==> config.mk <==
export PLATFORM = sky130hd
export DESIGN_NAME = chroma_key_pixel
export DESIGN_NICKNAME = d
export VERILOG_FILES = /design/src/sv/ckp_pkg.sv /design/src/sv/chroma_key_pixel.sv /design/src/sv/ckp_cfg_regs.sv /design/src/sv/ckp_matte.sv /design/src/sv/ckp_div.sv /design/src/sv/ckp_scale.sv
export SDC_FILE = /design/constraint.sdc
export NUM_CORES = 2
export LEC_CHECK = 0
export BUFFER_PORTS_ARGS = -buffer_cell sky130_fd_sc_hd__buf_2
export CAP_MARGIN = 20
export CORE_ASPECT_RATIO = 0.9
export CORE_MARGIN = 2
export CORE_UTILIZATION = 56
export CTS_CLUSTER_DIAMETER = 40
export DETAILED_ROUTE_END_ITERATION = 16
export GPL_TIMING_DRIVEN = 0
export PLACE_DENSITY = 0.72
export SYNTH_ARGS = -nofsm -noshare
export SYNTH_HDL_FRONTEND = slang
export SYNTH_SLANG_ARGS = --single-unit
==> constraint.sdc <==
create_clock -name clk -period 37.8 [get_ports clk]
set_clock_uncertainty 0.05 [all_clocks]
set_input_delay 3.78 -clock clk [delete_from_list [all_inputs] [get_ports clk]]
set_output_delay 3.78 -clock clk [all_outputs]
set_load 0.01 [all_outputs]
==> src/sv/ckp_pkg.sv <==
// Shared types, constants and helper functions for the chroma key pixel pipeline.
// No dependencies; every other file imports this package.
package ckp_pkg;

    localparam int CHAN_W = 8;
    localparam int SQ_W = 2 * CHAN_W;
    localparam int DIST_W = 18;
    localparam int THR_W = 20;
    localparam int NUM_W = CHAN_W + DIST_W;
    localparam int QUO_W = CHAN_W;
    localparam int REM_W = THR_W + QUO_W;
    localparam int DIV_BITS_PER_STAGE = 2;
    localparam int DIV_STAGES = QUO_W / DIV_BITS_PER_STAGE;
    localparam int CFG_IDX_W = 3;
    localparam int CFG_DATA_W = THR_W;

    localparam logic [CFG_IDX_W-1:0] REG_KEY_ENABLE = 3'd0;
    localparam logic [CFG_IDX_W-1:0] REG_KEY_RED = 3'd1;
    localparam logic [CFG_IDX_W-1:0] REG_KEY_GREEN = 3'd2;
    localparam logic [CFG_IDX_W-1:0] REG_KEY_BLUE = 3'd3;
    localparam logic [CFG_IDX_W-1:0] REG_HARD_THRESHOLD = 3'd4;
    localparam logic [CFG_IDX_W-1:0] REG_SOFT_THRESHOLD = 3'd5;
    localparam logic [CFG_IDX_W-1:0] REG_SPILL_SUPPRESS = 3'd6;

    localparam logic [CHAN_W-1:0] FULL_SCALE = 8'd255;

    typedef enum logic [1:0] {
        MATTE_PASS,
        MATTE_CLEAR,
        MATTE_SOFT,
        MATTE_KEEP
    } band_t;

    typedef struct packed {
        logic              key_enable;
        logic [CHAN_W-1:0] key_red;
        logic [CHAN_W-1:0] key_green;
        logic [CHAN_W-1:0] key_blue;
        logic [THR_W-1:0]  hard_threshold;
        logic [THR_W-1:0]  soft_threshold;
        logic              spill_suppress;
    } cfg_t;

    typedef struct packed {
        logic [CHAN_W-1:0] r;
        logic [CHAN_W-1:0] g;
        logic [CHAN_W-1:0] b;
        logic [CHAN_W-1:0] a;
        band_t             band;
    } pix_t;

    // Exact floor(p / 255) for any product of two 8-bit values.
    function automatic logic [CHAN_W-1:0] div255(input logic [SQ_W-1:0] p);
        logic [SQ_W:0] s;
        s = {1'b0, p} + (SQ_W + 1)'(1) + (SQ_W + 1)'(p[SQ_W-1:CHAN_W]);
        return s[SQ_W-1:CHAN_W];
    endfunction

    function automatic logic [CHAN_W-1:0] absdiff(input logic [CHAN_W-1:0] x,
                                                  input logic [CHAN_W-1:0] y);
        return (x > y) ? (x - y) : (y - x);
    endfunction

    function automatic logic [CHAN_W-1:0] max8(input logic [CHAN_W-1:0] x,
                                               input logic [CHAN_W-1:0] y);
        return (x > y) ? x : y;
    endfunction

endpackage

==> src/sv/chroma_key_pixel.sv <==
// Chroma keyer with soft matte and spill suppression for an ARGB pixel stream.
// Instantiates ckp_cfg_regs, ckp_matte, ckp_div and ckp_scale; depends on ckp_pkg.
//
// Pixels enter on in_valid with red, green, blue and alpha; a request is taken
// at a rising edge where in_valid is high and in_stall is low. Results leave on
// out_valid with out_red, out_green, out_blue and out_alpha, and are taken
// when out_valid is high and out_stall is low.
// Registers are written through cfg_valid, cfg_index and cfg_data; cfg_ready
// is always high. Write them only while no pixel is in flight.
// The datapath is ten register stages: one pixel per clock is accepted while
// the output is not stalled. Four matte stages, four divider stages with two
// quotient bits each and two scaling stages set that depth.
// While the receiver stalls with a result waiting, the whole pipeline holds
// and in_stall is raised; nothing is dropped or repeated.
// Reset empties the pipeline and loads the key color with pure green,
// thresholds at zero and keying and spill suppression disabled.
module chroma_key_pixel
    import ckp_pkg::*;
(
    input  logic                  clk,
    input  logic                  rst_n,
    input  logic                  in_valid,
    output logic                  in_stall,
    input  logic [CHAN_W-1:0]     red,
    input  logic [CHAN_W-1:0]     green,
    input  logic [CHAN_W-1:0]     blue,
    input  logic [CHAN_W-1:0]     alpha,
    output logic                  out_valid,
    input  logic                  out_stall,
    output logic [CHAN_W-1:0]     out_red,
    output logic [CHAN_W-1:0]     out_green,
    output logic [CHAN_W-1:0]     out_blue,
    output logic [CHAN_W-1:0]     out_alpha,
    input  logic                  cfg_valid,
    output logic                  cfg_ready,
    input  logic [CFG_IDX_W-1:0]  cfg_index,
    input  logic [CFG_DATA_W-1:0] cfg_data
);

    cfg_t             cfg;
    logic             adv;
    logic             m_valid;
    pix_t             m_pix;
    logic [NUM_W-1:0] m_num;
    logic [THR_W-1:0] m_den;
    logic             q_valid;
    pix_t             q_pix;
    logic [QUO_W-1:0] q_quo;

    assign adv = !out_valid || !out_stall;
    assign in_stall = !adv;

    ckp_cfg_regs u_cfg (
        .clk       (clk),
        .rst_n     (rst_n),
        .cfg_valid (cfg_valid),
        .cfg_ready (cfg_ready),
        .cfg_index (cfg_index),
        .cfg_data  (cfg_data),
        .cfg       (cfg)
    );

    ckp_matte u_matte (
        .clk      (clk),
        .rst_n    (rst_n),
        .adv      (adv),
        .cfg      (cfg),
        .in_valid (in_valid),
        .red      (red),
        .green    (green),
        .blue     (blue),
        .alpha    (alpha),
        .valid    (m_valid),
        .pix      (m_pix),
        .num      (m_num),
        .den      (m_den)
    );

    ckp_div u_div (
        .clk      (clk),
        .rst_n    (rst_n),
        .adv      (adv),
        .in_valid (m_valid),
        .in_pix   (m_pix),
        .num      (m_num),
        .den      (m_den),
        .valid    (q_valid),
        .pix      (q_pix),
        .quo      (q_quo)
    );

    ckp_scale u_scale (
        .clk       (clk),
        .rst_n     (rst_n),
        .adv       (adv),
        .in_valid  (q_valid),
        .pix       (q_pix),
        .quo       (q_quo),
        .valid     (out_valid),
        .out_red   (out_red),
        .out_green (out_green),
        .out_blue  (out_blue),
        .out_alpha (out_alpha)
    );

endmodule

==> src/sv/ckp_cfg_regs.sv <==
// Configuration register file for the chroma key pixel pipeline.
// Depends on ckp_pkg for the register indexes and the cfg_t bundle.
module ckp_cfg_regs
    import ckp_pkg::*;
(
    input  logic                  clk,
    input  logic                  rst_n,
    input  logic                  cfg_valid,
    output logic                  cfg_ready,
    input  logic [CFG_IDX_W-1:0]  cfg_index,
    input  logic [CFG_DATA_W-1:0] cfg_data,
    output cfg_t                  cfg
);

    cfg_t cfg_reg;
    cfg_t cfg_next;

    assign cfg_ready = 1'b1;
    assign cfg = cfg_reg;

    always_comb
    begin
        cfg_next = cfg_reg;
        if (cfg_valid)
        begin
            case (cfg_index)
                REG_KEY_ENABLE:     cfg_next.key_enable = cfg_data[0];
                REG_KEY_RED:        cfg_next.key_red = cfg_data[CHAN_W-1:0];
                REG_KEY_GREEN:      cfg_next.key_green = cfg_data[CHAN_W-1:0];
                REG_KEY_BLUE:       cfg_next.key_blue = cfg_data[CHAN_W-1:0];
                REG_HARD_THRESHOLD: cfg_next.hard_threshold = cfg_data[THR_W-1:0];
                REG_SOFT_THRESHOLD: cfg_next.soft_threshold = cfg_data[THR_W-1:0];
                REG_SPILL_SUPPRESS: cfg_next.spill_suppress = cfg_data[0];
                default:            cfg_next = cfg_reg;
            endcase
        end
    end

    always_ff @(posedge clk or negedge rst_n)
    begin
        if (!rst_n)
        begin
            cfg_reg.key_enable <= 1'b0;
            cfg_reg.key_red <= '0;
            cfg_reg.key_green <= FULL_SCALE;
            cfg_reg.key_blue <= '0;
            cfg_reg.hard_threshold <= '0;
            cfg_reg.soft_threshold <= '0;
            cfg_reg.spill_suppress <= 1'b0;
        end
        else
        begin
            cfg_reg <= cfg_next;
        end
    end

endmodule

==> src/sv/ckp_matte.sv <==
// Distance, band classification, spill clamp and alpha numerator stages.
// Four register stages; depends on ckp_pkg.
module ckp_matte
    import ckp_pkg::*;
(
    input  logic              clk,
    input  logic              rst_n,
    input  logic              adv,
    input  cfg_t              cfg,
    input  logic              in_valid,
    input  logic [CHAN_W-1:0] red,
    input  logic [CHAN_W-1:0] green,
    input  logic [CHAN_W-1:0] blue,
    input  logic [CHAN_W-1:0] alpha,
    output logic              valid,
    output pix_t              pix,
    output logic [NUM_W-1:0]  num,
    output logic [THR_W-1:0]  den
);

    logic              a_valid_reg;
    pix_t              a_pix_reg;
    logic [CHAN_W-1:0] a_gcl_reg;
    logic [CHAN_W-1:0] a_bcl_reg;
    logic [CHAN_W-1:0] a_dr_reg;
    logic [CHAN_W-1:0] a_dg_reg;
    logic [CHAN_W-1:0] a_db_reg;

    logic              b_valid_reg;
    pix_t              b_pix_reg;
    logic [CHAN_W-1:0] b_gcl_reg;
    logic [CHAN_W-1:0] b_bcl_reg;
    logic [SQ_W-1:0]   b_sqr_reg;
    logic [SQ_W-1:0]   b_sqg_reg;
    logic [SQ_W-1:0]   b_sqb_reg;

    logic              c_valid_reg;
    pix_t              c_pix_reg;
    pix_t              c_pix_next;
    logic [DIST_W-1:0] c_dh_reg;
    logic [DIST_W-1:0] c_dh_next;
    logic [THR_W-1:0]  c_den_reg;

    logic              d_valid_reg;
    pix_t              d_pix_reg;
    logic [NUM_W-1:0]  d_num_reg;
    logic [THR_W-1:0]  d_den_reg;

    logic [DIST_W-1:0] dist_sum;
    logic              below_hard;
    logic              in_band;
    logic              green_key;
    logic              blue_key;

    always_comb
    begin
        dist_sum = DIST_W'(b_sqr_reg) + DIST_W'(b_sqg_reg) + DIST_W'(b_sqb_reg);
        below_hard = THR_W'(dist_sum) < cfg.hard_threshold;
        in_band = !below_hard && (THR_W'(dist_sum) < cfg.soft_threshold)
                  && (cfg.soft_threshold > cfg.hard_threshold);
        green_key = (cfg.key_green > cfg.key_red) && (cfg.key_green > cfg.key_blue);
        blue_key = (cfg.key_blue > cfg.key_red) && (cfg.key_blue > cfg.key_green);
        c_dh_next = dist_sum - cfg.hard_threshold[DIST_W-1:0];
        c_pix_next = b_pix_reg;
        if (!cfg.key_enable)
        begin
            c_pix_next.band = MATTE_PASS;
        end
        else if (below_hard)
        begin
            c_pix_next.band = MATTE_CLEAR;
        end
        else if (in_band)
        begin
            c_pix_next.band = MATTE_SOFT;
            if (cfg.spill_suppress && green_key)
            begin
                c_pix_next.g = b_gcl_reg;
            end
            else if (cfg.spill_suppress && blue_key)
            begin
                c_pix_next.b = b_bcl_reg;
            end
        end
        else
        begin
            c_pix_next.band = MATTE_KEEP;
        end
    end

    always_ff @(posedge clk or negedge rst_n)
    begin
        if (!rst_n)
        begin
            a_valid_reg <= 1'b0;
            b_valid_reg <= 1'b0;
            c_valid_reg <= 1'b0;
            d_valid_reg <= 1'b0;
        end
        else if (adv)
        begin
            a_valid_reg <= in_valid;
            b_valid_reg <= a_valid_reg;
            c_valid_reg <= b_valid_reg;
            d_valid_reg <= c_valid_reg;
        end
    end

    always_ff @(posedge clk)
    begin
        if (adv)
        begin
            a_pix_reg.r <= red;
            a_pix_reg.g <= green;
            a_pix_reg.b <= blue;
            a_pix_reg.a <= alpha;
            a_pix_reg.band <= MATTE_KEEP;
            a_gcl_reg <= (green > max8(red, blue)) ? max8(red, blue) : green;
            a_bcl_reg <= (blue > max8(red, green)) ? max8(red, green) : blue;
            a_dr_reg <= absdiff(red, cfg.key_red);
            a_dg_reg <= absdiff(green, cfg.key_green);
            a_db_reg <= absdiff(blue, cfg.key_blue);

            b_pix_reg <= a_pix_reg;
            b_gcl_reg <= a_gcl_reg;
            b_bcl_reg <= a_bcl_reg;
            b_sqr_reg <= SQ_W'(a_dr_reg) * SQ_W'(a_dr_reg);
            b_sqg_reg <= SQ_W'(a_dg_reg) * SQ_W'(a_dg_reg);
            b_sqb_reg <= SQ_W'(a_db_reg) * SQ_W'(a_db_reg);

            c_pix_reg <= c_pix_next;
            c_dh_reg <= c_dh_next;
            c_den_reg <= cfg.soft_threshold - cfg.hard_threshold;

            d_pix_reg <= c_pix_reg;
            d_num_reg <= NUM_W'(c_pix_reg.a) * NUM_W'(c_dh_reg);
            d_den_reg <= c_den_reg;
        end
    end

    assign valid = d_valid_reg;
    assign pix = d_pix_reg;
    assign num = d_num_reg;
    assign den = d_den_reg;

endmodule

==> src/sv/ckp_div.sv <==
// Pipelined restoring divider for the soft-band alpha, two quotient bits per stage.
// The pixel record travels alongside; depends on ckp_pkg.
module ckp_div
    import ckp_pkg::*;
(
    input  logic             clk,
    input  logic             rst_n,
    input  logic             adv,
    input  logic             in_valid,
    input  pix_t             in_pix,
    input  logic [NUM_W-1:0] num,
    input  logic [THR_W-1:0] den,
    output logic             valid,
    output pix_t             pix,
    output logic [QUO_W-1:0] quo
);

    logic             valid_reg [DIV_STAGES];
    pix_t             pix_reg   [DIV_STAGES];
    logic [REM_W-1:0] rem_reg   [DIV_STAGES];
    logic [THR_W-1:0] den_reg   [DIV_STAGES];
    logic [QUO_W-1:0] quo_reg   [DIV_STAGES];

    for (genvar s = 0; s < DIV_STAGES; s++)
    begin : g_stage
        logic             v_src;
        pix_t             p_src;
        logic [REM_W-1:0] r_src;
        logic [THR_W-1:0] d_src;
        logic [QUO_W-1:0] q_src;
        logic [REM_W-1:0] rem_next;
        logic [QUO_W-1:0] quo_next;

        if (s == 0)
        begin : g_first
            assign v_src = in_valid;
            assign p_src = in_pix;
            assign r_src = REM_W'(num);
            assign d_src = den;
            assign q_src = '0;
        end
        else
        begin : g_rest
            assign v_src = valid_reg[s-1];
            assign p_src = pix_reg[s-1];
            assign r_src = rem_reg[s-1];
            assign d_src = den_reg[s-1];
            assign q_src = quo_reg[s-1];
        end

        always_comb
        begin
            logic [REM_W-1:0] trial;
            rem_next = r_src;
            quo_next = q_src;
            for (int j = 0; j < DIV_BITS_PER_STAGE; j++)
            begin
                trial = REM_W'(d_src) << (QUO_W - 1 - (s * DIV_BITS_PER_STAGE + j));
                if (rem_next >= trial)
                begin
                    rem_next = rem_next - trial;
                    quo_next[QUO_W - 1 - (s * DIV_BITS_PER_STAGE + j)] = 1'b1;
                end
            end
        end

        always_ff @(posedge clk or negedge rst_n)
        begin
            if (!rst_n)
            begin
                valid_reg[s] <= 1'b0;
            end
            else if (adv)
            begin
                valid_reg[s] <= v_src;
            end
        end

        always_ff @(posedge clk)
        begin
            if (adv)
            begin
                pix_reg[s] <= p_src;
                rem_reg[s] <= rem_next;
                den_reg[s] <= d_src;
                quo_reg[s] <= quo_next;
            end
        end
    end

    assign valid = valid_reg[DIV_STAGES-1];
    assign pix = pix_reg[DIV_STAGES-1];
    assign quo = quo_reg[DIV_STAGES-1];

endmodule

==> src/sv/ckp_scale.sv <==
// Alpha selection, premultiply by the new alpha (by 255 for a passed pixel) and exact divide by 255.
// Holds the output register stage; depends on ckp_pkg.
module ckp_scale
    import ckp_pkg::*;
(
    input  logic              clk,
    input  logic              rst_n,
    input  logic              adv,
    input  logic              in_valid,
    input  pix_t              pix,
    input  logic [QUO_W-1:0]  quo,
    output logic              valid,
    output logic [CHAN_W-1:0] out_red,
    output logic [CHAN_W-1:0] out_green,
    output logic [CHAN_W-1:0] out_blue,
    output logic [CHAN_W-1:0] out_alpha
);

    logic              f_valid_reg;
    logic [SQ_W-1:0]   f_pr_reg;
    logic [SQ_W-1:0]   f_pg_reg;
    logic [SQ_W-1:0]   f_pb_reg;
    logic [CHAN_W-1:0] f_alpha_reg;

    logic              o_valid_reg;
    logic [CHAN_W-1:0] o_red_reg;
    logic [CHAN_W-1:0] o_green_reg;
    logic [CHAN_W-1:0] o_blue_reg;
    logic [CHAN_W-1:0] o_alpha_reg;

    logic [CHAN_W-1:0] new_alpha;
    logic [CHAN_W-1:0] factor;

    // A passed pixel is scaled by 255/255 so that it comes out unchanged.
    always_comb
    begin
        case (pix.band)
            MATTE_PASS:
            begin
                new_alpha = pix.a;
                factor = FULL_SCALE;
            end
            MATTE_CLEAR:
            begin
                new_alpha = '0;
                factor = '0;
            end
            MATTE_SOFT:
            begin
                new_alpha = quo;
                factor = quo;
            end
            default:
            begin
                new_alpha = pix.a;
                factor = pix.a;
            end
        endcase
    end

    always_ff @(posedge clk or negedge rst_n)
    begin
        if (!rst_n)
        begin
            f_valid_reg <= 1'b0;
            o_valid_reg <= 1'b0;
        end
        else if (adv)
        begin
            f_valid_reg <= in_valid;
            o_valid_reg <= f_valid_reg;
        end
    end

    always_ff @(posedge clk)
    begin
        if (adv)
        begin
            f_pr_reg <= SQ_W'(pix.r) * SQ_W'(factor);
            f_pg_reg <= SQ_W'(pix.g) * SQ_W'(factor);
            f_pb_reg <= SQ_W'(pix.b) * SQ_W'(factor);
            f_alpha_reg <= new_alpha;

            o_red_reg <= div255(f_pr_reg);
            o_green_reg <= div255(f_pg_reg);
            o_blue_reg <= div255(f_pb_reg);
            o_alpha_reg <= f_alpha_reg;
        end
    end

    assign valid = o_valid_reg;
    assign out_red = o_red_reg;
    assign out_green = o_green_reg;
    assign out_blue = o_blue_reg;
    assign out_alpha = o_alpha_reg;

endmodule
# == Word-level counts from Yosys, hierarchy flattened ==
# Memories as Yosys holds them, arrays and structs flattened.
# Cells that the tools add are included.
# totals
rom_bits,0
out_inout_bits,35
mem_count,4
elab_cells,180
ram_bits,360
latch_bits,0
reg_bits,484
# op_classes
bitwise,1
eq_ne,8
shifts,0
mul,7
mux,35
n_lt_le_gt_ge,22
add_sub_neg,24
n_reduce_logical,21
div_mod_pow,0
# mem_list
memory,depth,width,read_ports,rd_ports_with_merged_regs,write_ports,line_no,rtl
u_div.pix_reg,4,34,4,0,4,ckp_div.sv:19,pix_t pix_reg [DIV_STAGES];
u_div.rem_reg,4,28,3,0,4,ckp_div.sv:20,logic [REM_W-1:0] rem_reg [DIV_STAGES];
u_div.den_reg,4,20,3,0,4,ckp_div.sv:21,logic [THR_W-1:0] den_reg [DIV_STAGES];
u_div.quo_reg,4,8,4,0,4,ckp_div.sv:22,logic [QUO_W-1:0] quo_reg [DIV_STAGES];
# ops
cell,n
28-bit 2-to-1 mux,8
8-bit by 8-bit multiplier with 16-bit output,6
8-bit > comparator,11
8-bit 2-to-1 mux,10
16-bit by 1-bit adder with 16-bit output (second input constant),3
16-bit by 8-bit adder with 16-bit output,3
16-bit 2-to-1 mux,3
8-bit subtractor,6
18-bit by 20-bit < comparator with 1-bit output,2
28-bit by 20-bit >= comparator with 1-bit output,1
28-bit by 21-bit >= comparator with 1-bit output,1
28-bit by 22-bit >= comparator with 1-bit output,1
28-bit by 23-bit >= comparator with 1-bit output,1
28-bit by 24-bit >= comparator with 1-bit output,1
28-bit by 25-bit >= comparator with 1-bit output,1
28-bit by 26-bit >= comparator with 1-bit output,1
26-bit by 27-bit subtractor with 28-bit output,1
28-bit by 20-bit subtractor with 28-bit output,1
28-bit by 21-bit subtractor with 28-bit output,1
28-bit by 22-bit subtractor with 28-bit output,1
28-bit by 23-bit subtractor with 28-bit output,1
28-bit by 24-bit subtractor with 28-bit output,1
28-bit by 25-bit subtractor with 28-bit output,1
28-bit by 26-bit subtractor with 28-bit output,1
23 further kinds,51

# == Logic depth before layout (Yosys ltp) ==
# depth
ltp_word,9
ltp_mapped,26

# == Modules after synthesis ==
# From an unflattened synthesis, not the netlist that was laid out.
# unflattened
cells_unflattened,5097
area_unflattened_um2,57097.3
# by_module_without_submodules
mod,cells_per_inst,instances,area_each_um2
ckp_matte,2231,1,25446.9
ckp_div,1692,1,18682.9
ckp_scale,1025,1,10328.7
ckp_cfg_regs,147,1,2628.8
chroma_key_pixel,2,1,10.0

# == Worst setup path after synthesis ==
# No wires, ideal clock.
# synth_timing
path_type,input-to-output
from,input port out_stall
to,output port in_stall
stages,3
arrival_ns,25.035
n_path_buf,1
path_slack_ns,8.935
cell_sequence,nand2_1 clkbuf_1 inv_1
# synth_between
elab_chain_len,3
# synth_lines
element,line_no,rtl
from (decl),chroma_key_pixel.sv:29,"input logic out_stall,"
1-bit logical NOT,chroma_key_pixel.sv:50,assign adv = !out_valid || !out_stall;
1-bit logical OR,chroma_key_pixel.sv:50,
1-bit logical NOT,chroma_key_pixel.sv:51,assign in_stall = !adv;
to (decl),chroma_key_pixel.sv:23,"output logic in_stall,"
# No other way between the ends.

# == Final worst setup path ==
# Same ends and word-level chain as after synthesis.

==> metrics.md <==
| Metric | Value |
|---|---|
| Status | finished clean |
| Die X | 341 um |
| First-pass GRT wire length | 197000 um |
| Mapped Cells | 5242 |
| CP Capture Point | in_stall |
| Layout Nets | 6426 |
| Worst EP required | 33.97 ns |
| Reg2Reg Setup Slack | 30.45 ns |
| Commonest non-fill, non-tap cell in the layout | edfxtp_1 |
| CP Class | input pin to primary output |
| Rel. slew slack | 0.169 |
| Post-synth EDFFs | 705 |
| Synth area leader | edfxtp_1 |
| Max-cap viol count | 0 |
| Mean number of vias per cell | between 5 and 6 |
| Post-Route Utilization | 0.623 |
| CTS tree | done |
| Gpl congestion | 0.914 |
| Buffers & Inverters on Critical Path | 8 |
| Syn nets | just over 6000 |
| Setup_tns | 0 ns |
| Async SR Flop Fraction | 0.0973 |
| Most common cell on crit path | buf_16 |
| CTS Root Cell | clkbuf_16 |
| H-tree Lvls | 3 |
| Crit path launch | out_stall |
| # Post-CTS Setup Buffers | 0 |
| Sequential cell area fraction in the yosys report | 0.404 |
| Post-synth top flop | edfxtp_1 |
| Avg Inst Size Synth | 10.9 um^2 |
| Commonest cells after routing, fill and taps aside | edfxtp_1 (705), inv_1 (655), ha_1 (611) |
| Wirelength, routed | 120000 um |
| Wire length per cell | roughly 17 um |
| Max FFs per register | 136 |
| R2R Path End | u_div.rem_reg[0][23] |
| Clock buffer count from CTS | between 100 and 150 |
| Worst Tran Pin Value | 1.24 ns |
| Setup violations, final | 0 |
| Met3 WL | 5740 um |
| Critical Path Sink Type | primary output |
| Final setup margin | ~28 ns |
| Iteration count of the initial detailed-routing pass | 5 |
| CP peak stage delay | roughly 0.37 ns |
| Remaining DRCs | 0 |
| Largest net degree at the start of global routing | 74 |
| Reg2reg start | u_matte.den[12] |
| Starting Density | 0.562 |
| Dpl hpwl | roughly 94000 um |
| Count of final hold-check violations | 0 |
| Delay-heaviest family, CP | buffers and inverters |
| Worst reg-to-reg path cell count | 23 |
| IO buf count | 93 |
| Largest cells by area after synthesis | edfxtp_1 (37%), ha_1 (13%), fa_1 (10%), inv_1 (4.3%), xnor2_1 (3.3%) |
| Netlist cell types | 93 |
| Post-synth top area share | 0.371 |
| Hold WC Path Type | flip-flop to flip-flop |
| Highest metal used | met5 |
| Number of global-route vias before repair | 38100 |
| Area Overhead vs Synth | 10.7% |
| Nature of the critical path startpoint | input pin |
| GRT Util Overall | 0.233 |
| Clk_lat worst skew | 0.68 ns |
| Dpl cell area | 59600 um^2 |
| Final worst path period share | 0.260 |
| Levels on crit path | 9 |
| Drt first-iter violations | 2283 |
| Die footprint | 105000 um^2 |
| WHS Path Cells | 0 |
| Die Y | 307 um |
| GRT overflow | 0 |
| Post-route ant nets | 0 |
| WP data arrival | roughly 6 ns |
| Sinks on Clock Net | 781 |
| Max Root-Sink Buffers | 3 |
| Yosys reg bits | 781 |
| Num ports | 95 |
| Core area | just over 100000 um^2 |
| Initial antenna violation count | 2 |
| Share of post-route cells with drive strength above 1 | 0.0845 |
| Post-Route M1 WL | 53300 um |
| Mapped Area | about 57000 um^2 |
| DP Worst Slack | 27.96 ns |
| RSZ-0062 raised after global routing | no |
| CP Max Fanout | 67 |
| Clock transition at path regs | 0.06 ns |
| Met2 Wirelength | 57300 um |
| Fmax | 0.102 GHz |
| Pins over their slew limit | 0 |
| Via count | 38300 |
| Row cnt | around 110 |
| Clock period minus worst slack | 9.82 ns |
| Post-CTS resize count | 0 |
| Slowest-stage cell, CP | clkbuf_4 |
| Final Instance Area | 63200 um^2 |
| Ys Warns | 0 |
| Crit-path cells | buf_2, nand2_1, clkbuf_4, buf_16, buf_16, buf_16, buf_16, inv_1, buf_2 |
| Cts hold-fix bufs | 0 |
-- cell type report --
cell class                 count  area [um^2]
antenna                        1         2.50
buffer                       103          437
clock buffer                 123         2810
clock inverter                75          778
fill                        8052        38300
inverter                     656         2460
multi-input combinational   3702        31100
sequential                   781        23100
tap                         1356         1700
timing repair buffer         109          836
-- worst min path at each step --
stage                          startpoint                   end  slack (ns)
floorplan                  u_matte.pix[0]   u_div.pix_reg[0][0]        0.35
global placement    u_matte.c_pix_reg[31]       u_matte.pix[31]        0.35
detailed placement        u_matte.pix[12]  u_div.pix_reg[0][12]        0.35
CTS                   u_div.pix_reg[1][6]   u_div.pix_reg[2][6]        0.34
global route               u_matte.pix[4]   u_div.pix_reg[0][4]        0.36
finish                u_div.pix_reg[1][6]   u_div.pix_reg[2][6]        0.34
-- synthesized netlist by cell type, types with 21 or more instances --
cell and n:
edfxtp_1 705, inv_1 655, ha_1 611, nand2_1 443
fa_1 295, a21oi_1 279, nor2_1 256, o21ai_0 232
and2_1 219, xnor2_1 215, mux2_2 110, a21o_1 103
xor2_1 91, clkbuf_1 83, nor3_1 74, dfrtp_1 68
nand3_1 67, o21a_1 67, nor2b_1 57, mux2i_1 45
nand4_1 40, nand2b_1 36, a211oi_1 33, o21bai_1 32
or3_1 25, a21boi_0 24, a31oi_1 23, nor4_1 21
-- worst register-to-register path, stage by stage, from the launching register on --
cell,delay [ns]
edfxtp_1,0.45
inv_1,0.11
ha_1,0.36
a21o_1,0.22
a211o_1,0.29
o21ai_0,0.15
and2_1,0.18
nand2_1,0.05
o21ai_0,0.28
clkbuf_1,0.48
clkbuf_1,0.50
nor2_1,0.08
a21oi_1,0.31
fa_1,0.29
nor2b_1,0.06
o21ai_0,0.22
a21oi_1,0.14
o221ai_1,0.30
a311oi_1,0.24
a31oi_1,0.37
o21ai_0,0.23
nor4_1,0.91
buf_2,0.45
mux2_2,0.39
-- metrics by stage --
| step | std cells | hold slack, ns |
|---|---|---|
| after global routing | 6905 | 0.361 |
| after CTS | 6902 | 0.338 |
| after detailed placement | 6704 | 0.355 |
| after global placement | 6691 | 0.350 |
| final | 6906 | 0.344 |
| after floorplan | 5242 | 0.350 |
-- routing by layer --
metal  global-route usage  vias up
li1                     -    18800
met2                0.391      852
met5                    0        -
met4               0.0788        2
met1                0.312    18400
met3               0.0321      220
-- kinds of logic (layout without fill, tap and decap cells) --
kind of cell	Yosys count	count (layout)	synth area share
AND/OR/NAND/NOR	1337	1337	0.116
AO/OA/AOI/OAI	968	968	0.109
adder cells (fa/ha/maj)	906	906	0.237
flip-flops	781	781	0.404
buffers and inverters	759	1066	0.0507
XOR/XNOR	306	306	0.0469
multiplexers	184	184	0.0360
other	1	2	0.0000657
Power is not shown: default switching activity piles up to over one toggle a cycle in this logic, so the estimate is an artifact.
